--- config.mk ---
export PLATFORM = sky130hd
export DESIGN_NAME = hysteresis_pump_relay_control_flat
export DESIGN_NICKNAME = d
export VERILOG_FILES = /design/src/hw/rtl/hprc_pkg.sv /design/src/hw/rtl/hprc_req_if.sv /design/src/hw/rtl/hprc_rsp_if.sv /design/src/hw/rtl/hprc_decide.sv /design/src/hw/rtl/hysteresis_pump_relay_control.sv /design/src/flat_wrapper.sv
export SDC_FILE = /design/constraint.sdc
export NUM_CORES = 1
export LEC_CHECK = 0
export BUFFER_PORTS_ARGS = -buffer_cell sky130_fd_sc_hd__buf_2
export CAP_MARGIN = 30
export CELL_PAD_IN_SITES_DETAIL_PLACEMENT = 2
export CELL_PAD_IN_SITES_GLOBAL_PLACEMENT = 2
export CORE_ASPECT_RATIO = 0.75
export CORE_MARGIN = 1
export CORE_UTILIZATION = 36
export DETAILED_ROUTE_END_ITERATION = 12
export PLACE_DENSITY_LB_ADDON = 0.1
export SLEW_MARGIN = 40
export SYNTH_ARGS = -nofsm -noshare
export SYNTH_HDL_FRONTEND = slang
export SYNTH_HIERARCHICAL = 1
export SYNTH_SLANG_ARGS = --single-unit
--- constraint.sdc ---
create_clock -name clk_i -period 4.5 [get_ports clk_i]
set_input_delay 0.9 -clock clk_i [delete_from_list [all_inputs] [get_ports clk_i]]
set_output_delay 0.9 -clock clk_i [all_outputs]
set_load 0.03 [all_outputs]
--- src/hw/rtl/hprc_pkg.sv ---
package hprc_pkg;

  // Width of the configuration write port.
  localparam int unsigned CfgIdxW  = 3;
  localparam int unsigned CfgDataW = 32;

  // Full-scale level in percent.
  localparam logic [6:0] LEVEL_FULL = 7'd100;

  // Configuration register indexes.
  localparam logic [CfgIdxW-1:0] REG_AUTO_MODE    = 3'd0;
  localparam logic [CfgIdxW-1:0] REG_START_LEVEL  = 3'd1;
  localparam logic [CfgIdxW-1:0] REG_STOP_LEVEL   = 3'd2;
  localparam logic [CfgIdxW-1:0] REG_MIN_INTERVAL = 3'd3;
  localparam logic [CfgIdxW-1:0] REG_ACTIVE_HIGH  = 3'd4;

  // Configuration reset values.
  localparam logic        RST_AUTO_MODE    = 1'b0;
  localparam logic [6:0]  RST_START_LEVEL  = 7'd20;
  localparam logic [6:0]  RST_STOP_LEVEL   = 7'd80;
  localparam logic [31:0] RST_MIN_INTERVAL = 32'd5000;
  localparam logic        RST_ACTIVE_HIGH  = 1'b1;

  // Request operation codes.
  typedef enum logic [1:0] {
    OP_TICK   = 2'd0,
    OP_SAMPLE = 2'd1,
    OP_MANUAL = 2'd2
  } op_e;

  typedef struct packed {
    logic        auto_mode;
    logic [6:0]  start_level;
    logic [6:0]  stop_level;
    logic [31:0] min_interval_ticks;
    logic        active_high;
  } cfg_t;

  typedef struct packed {
    logic [1:0]         operation;
    logic signed [15:0] level;
    logic               command_on;
  } item_t;

  typedef struct packed {
    logic pump_on;
    logic relay_level;
    logic switched;
    logic refused;
  } res_t;

endpackage

--- src/hw/rtl/hprc_req_if.sv ---
interface hprc_req_if;
  logic               valid;
  logic               ready;
  logic [1:0]         operation;
  logic signed [15:0] level;
  logic               command_on;

  modport source (output valid, output operation, output level, output command_on,
                  input ready);
  modport sink   (input valid, input operation, input level, input command_on,
                  output ready);
endinterface

--- src/hw/rtl/hprc_rsp_if.sv ---
interface hprc_rsp_if;
  logic valid;
  logic ready;
  logic pump_on;
  logic relay_level;
  logic switched;
  logic refused;

  modport source (output valid, output pump_on, output relay_level, output switched,
                  output refused, input ready);
  modport sink   (input valid, input pump_on, input relay_level, input switched,
                  input refused, output ready);
endinterface

--- src/hw/rtl/hprc_decide.sv ---
module hprc_decide (
  input  hprc_pkg::cfg_t  cfg_i,
  input  hprc_pkg::item_t item_i,
  input  logic            pump_i,
  input  logic [31:0]     elapsed_i,
  output logic            pump_o,
  output logic [31:0]     elapsed_o,
  output hprc_pkg::res_t  res_o
);

  logic [6:0] start_c, stop_c, lo, hi, lv;
  logic       want_vld, want;
  logic       allowed;

  // Clamp the thresholds to full scale and order them.
  always_comb begin
    start_c = (cfg_i.start_level > hprc_pkg::LEVEL_FULL) ? hprc_pkg::LEVEL_FULL
                                                         : cfg_i.start_level;
    stop_c  = (cfg_i.stop_level > hprc_pkg::LEVEL_FULL) ? hprc_pkg::LEVEL_FULL
                                                        : cfg_i.stop_level;
    lo = (start_c > stop_c) ? stop_c : start_c;
    hi = (start_c > stop_c) ? start_c : stop_c;
  end

  // Clamp the signed sample to 0..100.
  always_comb begin
    if (item_i.level[15]) begin
      lv = 7'd0;
    end else if (item_i.level > 16'sd100) begin
      lv = hprc_pkg::LEVEL_FULL;
    end else begin
      lv = item_i.level[6:0];
    end
  end

  assign allowed = (elapsed_i >= cfg_i.min_interval_ticks);

  // Work out the requested state, then apply the lockout.
  always_comb begin
    want_vld  = 1'b0;
    want      = 1'b0;
    elapsed_o = elapsed_i;
    case (item_i.operation)
      hprc_pkg::OP_TICK: begin
        if (elapsed_i != '1) begin
          elapsed_o = elapsed_i + 32'd1;
        end
      end
      hprc_pkg::OP_SAMPLE: begin
        if (cfg_i.auto_mode) begin
          if (lv <= lo) begin
            want_vld = 1'b1;
            want     = 1'b1;
          end else if (lv >= hi) begin
            want_vld = 1'b1;
            want     = 1'b0;
          end
        end
      end
      hprc_pkg::OP_MANUAL: begin
        want_vld = 1'b1;
        want     = item_i.command_on;
      end
      default: begin
      end
    endcase

    pump_o       = pump_i;
    res_o.switched = 1'b0;
    res_o.refused  = 1'b0;
    if (want_vld && (want != pump_i)) begin
      if (allowed) begin
        pump_o         = want;
        elapsed_o      = 32'd0;
        res_o.switched = 1'b1;
      end else begin
        res_o.refused  = 1'b1;
      end
    end
    res_o.pump_on     = pump_o;
    res_o.relay_level = (pump_o == cfg_i.active_high);
  end

endmodule

--- src/hw/rtl/hysteresis_pump_relay_control.sv ---
// Pump relay controller with level hysteresis and a minimum switch interval.
// A request passes the input register and then the result register. Throughput:
// one request per cycle when not stalled; the elapsed-tick counter and pump state
// update in the single compute stage, so back-to-back requests see each other.
// Reset: pump off, elapsed counter zero, registers at their defaults, no
// request or result in flight.
module hysteresis_pump_relay_control (
  input  logic                           clk_i,
  input  logic                           rst_ni,
  input  logic                           cfg_we_i,
  input  logic [hprc_pkg::CfgIdxW-1:0]   cfg_idx_i,
  input  logic [hprc_pkg::CfgDataW-1:0]  cfg_wdata_i,
  hprc_req_if.sink                       req_i,
  hprc_rsp_if.source                     rsp_o
);

  hprc_pkg::cfg_t  cfg_q;
  hprc_pkg::item_t item_q;
  hprc_pkg::res_t  res_d, res_q;
  logic            s1_valid_q, out_valid_q;
  logic            pump_q, pump_d;
  logic [31:0]     elapsed_q, elapsed_d;
  logic            adv, fire, in_ready;

  // Configuration register writes.
  always_ff @(posedge clk_i or negedge rst_ni) begin
    if (!rst_ni) begin
      cfg_q.auto_mode          <= hprc_pkg::RST_AUTO_MODE;
      cfg_q.start_level        <= hprc_pkg::RST_START_LEVEL;
      cfg_q.stop_level         <= hprc_pkg::RST_STOP_LEVEL;
      cfg_q.min_interval_ticks <= hprc_pkg::RST_MIN_INTERVAL;
      cfg_q.active_high        <= hprc_pkg::RST_ACTIVE_HIGH;
    end else if (cfg_we_i) begin
      unique case (cfg_idx_i)
        hprc_pkg::REG_AUTO_MODE:    cfg_q.auto_mode          <= cfg_wdata_i[0];
        hprc_pkg::REG_START_LEVEL:  cfg_q.start_level        <= cfg_wdata_i[6:0];
        hprc_pkg::REG_STOP_LEVEL:   cfg_q.stop_level         <= cfg_wdata_i[6:0];
        hprc_pkg::REG_MIN_INTERVAL: cfg_q.min_interval_ticks <= cfg_wdata_i[31:0];
        hprc_pkg::REG_ACTIVE_HIGH:  cfg_q.active_high        <= cfg_wdata_i[0];
        default: begin
        end
      endcase
    end
  end

  // Handshake: the compute stage advances when the result slot is free or drained.
  assign adv         = !out_valid_q || rsp_o.ready;
  assign fire        = s1_valid_q && adv;
  assign in_ready    = !s1_valid_q || adv;
  assign req_i.ready = in_ready;

  // Input register.
  always_ff @(posedge clk_i or negedge rst_ni) begin
    if (!rst_ni) begin
      s1_valid_q <= 1'b0;
    end else if (in_ready) begin
      s1_valid_q <= req_i.valid;
    end
  end

  always_ff @(posedge clk_i) begin
    if (in_ready && req_i.valid) begin
      item_q.operation  <= req_i.operation;
      item_q.level      <= req_i.level;
      item_q.command_on <= req_i.command_on;
    end
  end

  // Decision logic for one request.
  hprc_decide u_decide (
    .cfg_i     (cfg_q),
    .item_i    (item_q),
    .pump_i    (pump_q),
    .elapsed_i (elapsed_q),
    .pump_o    (pump_d),
    .elapsed_o (elapsed_d),
    .res_o     (res_d)
  );

  // Controller state.
  always_ff @(posedge clk_i or negedge rst_ni) begin
    if (!rst_ni) begin
      pump_q    <= 1'b0;
      elapsed_q <= 32'd0;
    end else if (fire) begin
      pump_q    <= pump_d;
      elapsed_q <= elapsed_d;
    end
  end

  // Result register.
  always_ff @(posedge clk_i or negedge rst_ni) begin
    if (!rst_ni) begin
      out_valid_q <= 1'b0;
    end else if (adv) begin
      out_valid_q <= s1_valid_q;
    end
  end

  always_ff @(posedge clk_i) begin
    if (fire) begin
      res_q <= res_d;
    end
  end

  assign rsp_o.valid       = out_valid_q;
  assign rsp_o.pump_on     = res_q.pump_on;
  assign rsp_o.relay_level = res_q.relay_level;
  assign rsp_o.switched    = res_q.switched;
  assign rsp_o.refused     = res_q.refused;

`ifndef SYNTHESIS
  // A result never reports both a switch and a refusal.
  a_sw_ref_excl: assert property (@(posedge clk_i) disable iff (!rst_ni)
    out_valid_q |-> !(res_q.switched && res_q.refused))
    else $error("switched and refused both set");

  // A switch restarts the interval counter.
  a_sw_clears: assert property (@(posedge clk_i) disable iff (!rst_ni)
    (fire && res_d.switched) |=> (elapsed_q == 32'd0))
    else $error("elapsed counter not cleared on switch");

  // The pump state only moves with a reported switch.
  a_pump_moves: assert property (@(posedge clk_i) disable iff (!rst_ni)
    (pump_q != $past(pump_q)) |-> $past(fire && res_d.switched))
    else $error("pump state changed without a switch");

  // A shown result carries a pin level consistent with the polarity.
  a_relay_pol: assert property (@(posedge clk_i) disable iff (!rst_ni)
    out_valid_q |-> (res_q.relay_level == (res_q.pump_on == cfg_q.active_high)))
    else $error("relay level does not match polarity");
`endif

endmodule
--- src/flat_wrapper.sv ---
// flat-port wrapper written by rule: the top's interface ports become plain ports
module hysteresis_pump_relay_control_flat 
  (clk_i, rst_ni, cfg_we_i, cfg_idx_i, cfg_wdata_i, req_i_valid, req_i_operation, req_i_level, req_i_command_on, req_i_ready, rsp_o_valid, rsp_o_pump_on, rsp_o_relay_level, rsp_o_switched, rsp_o_refused, rsp_o_ready);
  hprc_req_if req_i_i ();
  hprc_rsp_if rsp_o_i ();
  input  logic clk_i;
  input  logic rst_ni;
  input  logic cfg_we_i;
  input  logic [hprc_pkg::CfgIdxW-1:0] cfg_idx_i;
  input  logic [hprc_pkg::CfgDataW-1:0] cfg_wdata_i;
  input wire logic [$bits(req_i_i.valid)-1:0] req_i_valid;
  input wire logic [$bits(req_i_i.operation)-1:0] req_i_operation;
  input wire logic [$bits(req_i_i.level)-1:0] req_i_level;
  input wire logic [$bits(req_i_i.command_on)-1:0] req_i_command_on;
  output wire logic [$bits(req_i_i.ready)-1:0] req_i_ready;
  output wire logic [$bits(rsp_o_i.valid)-1:0] rsp_o_valid;
  output wire logic [$bits(rsp_o_i.pump_on)-1:0] rsp_o_pump_on;
  output wire logic [$bits(rsp_o_i.relay_level)-1:0] rsp_o_relay_level;
  output wire logic [$bits(rsp_o_i.switched)-1:0] rsp_o_switched;
  output wire logic [$bits(rsp_o_i.refused)-1:0] rsp_o_refused;
  input wire logic [$bits(rsp_o_i.ready)-1:0] rsp_o_ready;
  assign req_i_i.valid = req_i_valid;
  assign req_i_i.operation = req_i_operation;
  assign req_i_i.level = req_i_level;
  assign req_i_i.command_on = req_i_command_on;
  assign req_i_ready = req_i_i.ready;
  assign rsp_o_valid = rsp_o_i.valid;
  assign rsp_o_pump_on = rsp_o_i.pump_on;
  assign rsp_o_relay_level = rsp_o_i.relay_level;
  assign rsp_o_switched = rsp_o_i.switched;
  assign rsp_o_refused = rsp_o_i.refused;
  assign rsp_o_i.ready = rsp_o_ready;
  hysteresis_pump_relay_control u_core (.clk_i(clk_i), .rst_ni(rst_ni), .cfg_we_i(cfg_we_i), .cfg_idx_i(cfg_idx_i), .cfg_wdata_i(cfg_wdata_i), .req_i(req_i_i), .rsp_o(rsp_o_i));
endmodule
==> flow_metrics.py <==
metrics = {
    "floorplan": {
        "die_w_um": 159,
        "floorplan.initialDensity_pct": 37.2,
        "io_pins": 65,
        "die_h_um": 119,
        "dieArea_um2": 18900,
        "fp-row-count": 42,
        "core-area_um2": 17800,
    },
    "sta": {
        "final.period_utilization_pct": 100,
        "whs_ps": 519,
        "rsz0062_at_grt": "yes",
        "finalClockSkew_ps": 12.1,
        "worst_slew_pin_slew_ps": 806,
        "finalHoldViolations": 0,
        "setup_viol": 12,
        "finalMaxSlewViolations": 0,
        "layout_setup_ws_ps": -13.8,
        "slew_headroom_pct": 46.2,
        "max_freq_ghz": 0.222,
        "fin_crit_ps": 4510,
    },
    "final_layout": {
        "area.growth.synth_to_final_pct": 21.2,
        "nFillCells": 1814,
        "post-route-util_pct": 45.1,
        "antennaDiodeCount": 0,
        "final_nets": 802,
        "fin_cells": 933,
        "drive_gt1_share_pct": 38.2,
    },
    "grt": {
        "grt_max_degree": 54,
        "grt_usage_pct": 20.4,
        "grt_pass1_wl_um": 29400,
        "grt_antenna_before_repair": 0,
        "grt_overflow_total": 0,
        "grt_pass1_vias": 5387,
    },
    "yosys": {
        "synth_cell_types": 56,
        "synthTopCellsByCount": "dfrtp_1 (73), ha_1 (57), nor2_1 (57)",
        "synth_fp_nets": 705,
        "synth_top_cell_by_area": "dfrtp_1",
        "yosysWarnings": 6,
        "synthCells": 589,
        "synth_top_area_share_pct": 27.6,
        "synth_edf_count": 23,
        "ys_ff_latch": 106,
        "syn_area_per_cell_um2": 11.2,
        "ys_seq_area_share_pct": 42.0,
        "yosysMostFrequentCell": "dfrtp_1",
        "synth-main-ff-cell": "dfrtp_1",
        "synthTopCellsByArea": "dfrtp_1 (28%), ha_1 (11%), edfxtp_1 (10%), mux2_2 (8.8%), mux2_4 (6.8%)",
        "async_flop_share_pct": 78.3,
        "netlist_area_um2": 6620,
    },
    "route": {
        "dr.first_iter.drc_count": 113,
        "vias": 4830,
        "wire_per_inst_um": 19.3,
        "drc": 0,
        "vias_per_cell": 5.18,
        "wl_um": 18000,
        "firstDrtPassIters": 4,
        "ant_nets": 0,
    },
    "setup_path": {
        "arrival_ps": 4750,
        "crit_path_end_kind": "register",
        "critPathKind": "reg2reg",
        "crit_required_ps": 4740,
        "start_kind": "register",
        "worstPathMaxFanout": 6,
    },
    "clock_tree": {
        "clkTransAtPathRegs_ps": 80,
        "insertion_delay_ps": 360,
        "cts-root-buf": "clkbuf_16",
        "cts_tree": "yes",
        "cts_hold_buf": 0,
        "cts_max_level": 3,
        "cts_buffers": 9,
        "cts_buffer_depth": 2,
        "cts_sinks": 106,
    },
    "placed_design": {
        "dpl.cell_count": 896,
        "port-buffer-count": 64,
        "globalplace.congestion": 0.832,
        "dp_slack_ps": -89.5,
        "post-dp-hpwl_um": 13100,
    },
    "power": {
        "p_leak_nw": 3.86,
        "p_per_area_nw_per_um2": 409,
        "ir_drop_v": 0.000172,
        "total_power_mw": 3.28,
    },
    "outcome": {
        "status": "complete, but fails checks",
        "violations": "negative setup slack",
    },
    "run": {
        "cap_viol_max_count": 0,
    },
    "min_path": {
        "min_path_type": "reg2reg",
    },
}
==> layer usage <==
| metal | up-vias | part of all wire [%] | track usage [%] |
|---|---|---|---|
| met5 | - | 0 | 0 |
| met4 | 0 | 0.74 | 4.03 |
| met3 | 11 | 2.5 | 3.53 |
| met2 | 58 | 46 | 33.0 |
| met1 | 2463 | 50 | 28.6 |
| li1 | 2298 | - | - |
==> worst max-delay path, cell delays in order, from the launching register on <==
cell and delay [ps]:
dfrtp_1 390, o21a_1 210, o311ai_4 330, nand2b_1 210, ha_1 390, a21oi_2 160
o21ai_2 100, o22ai_4 280, buf_6 170, buf_6 100, buf_6 110, mux2i_4 240
ha_2 220, a21oi_2 50, nor2b_1 130, o21ai_1 80, o211ai_1 140, o221ai_4 160
nor3_4 310, buf_6 150, buf_8 130, nor2_4 40, mux2_4 270
==> worst paths after layout <==
check	startpoint	endpoint	slack, ps	depth (start not counted)
min in group asynchronous	rst_ni	u_core/cfg_q[35]	600	1
min reg2reg	u_core/cfg_q[16]	u_core/cfg_q[16]	520	1
min	u_core/cfg_q[16]	u_core/cfg_q[16]	520	1
max	u_core/cfg_q[41]	u_core/elapsed_q[29]	-10	22
max in group asynchronous	rst_ni	u_core/cfg_q[44]	2950	2
max reg2reg	u_core/cfg_q[41]	u_core/elapsed_q[29]	-10	22
==> cells in the final DEF, fill, tap and decap left out, drive strengths merged, types with 11 or more instances in the layout <==
cell type and n:
a21oi 18, and2 11, buf 102, dfrtp 73, edfxtp 23, ha 57
inv 49, mux2 82, nand2 25, nand3 13, nand4 18, nor2 61
o21ai 11, xnor2 16, xor2 15
==> cell type report <==
class,count,area (µm²),share of cell area (%)
repair buffers,102,674,8.40
clock buffers,9,225,2.81
inverters,44,165,2.06
clock inverters,7,90.1,1.12
well taps,242,303,3.77
flip-flops and latches,106,2780,34.6
multi-input cells,423,3790,47.2
==> timing repair <==
item	4_1_cts	5_1_grt
hold endpoints to repair	0	0
setup endpoints to repair	34	36
cloned	1	1
setup buffers	10	10
gates resized for setup	20	39
pin swaps	17	19
==> sequential cells by signal, indices dropped and copies added (netlist names) <==
name	count
u_core/rsp_o.relay_level	1
u_core/pump_q	1
u_core/cfg_q	48
u_core/elapsed_q	32
u_core/rsp_o.pump_on	1
u_core/s1_valid_q	1
u_core/rsp_o.switched	1
u_core/item_q	19
u_core/rsp_o.valid	1
u_core/rsp_o.refused	1
==> metrics by stage <==
stage / setup TNS [ps] / cell area, µm²
final: -75.2 / 8030
after global routing: -5990 / 8030
after CTS: 0 / 7790
after detailed placement: -1100 / 7300
after global placement: 0 / 7300
after floorplan: 0 / 6670
==> cells by family (layout without fill, tap and decap cells) <==
family | Yosys count | after routing | synth area share [%]
muxes | 91 | 91 | 17.0
buffers and inverters | 60 | 162 | 4.37
xor gates and xnor gates | 31 | 31 | 4.10
and+or+nand+nor | 181 | 181 | 15.4
adders and majority gates | 57 | 57 | 10.8
AOI/OAI and AO/OA | 63 | 63 | 6.31
DFF | 106 | 106 | 42.0
==> where the power goes <==
group / switching (mW) / internal [mW] / total (mW)
Sequential: 0.115 / 1.13 / 1.24
Clock: 0.399 / 0.447 / 0.846
Combinational: 0.581 / 0.612 / 1.19
Total: 1.09 / 2.19 / 3.28
(Power assumes the default switching activity.)
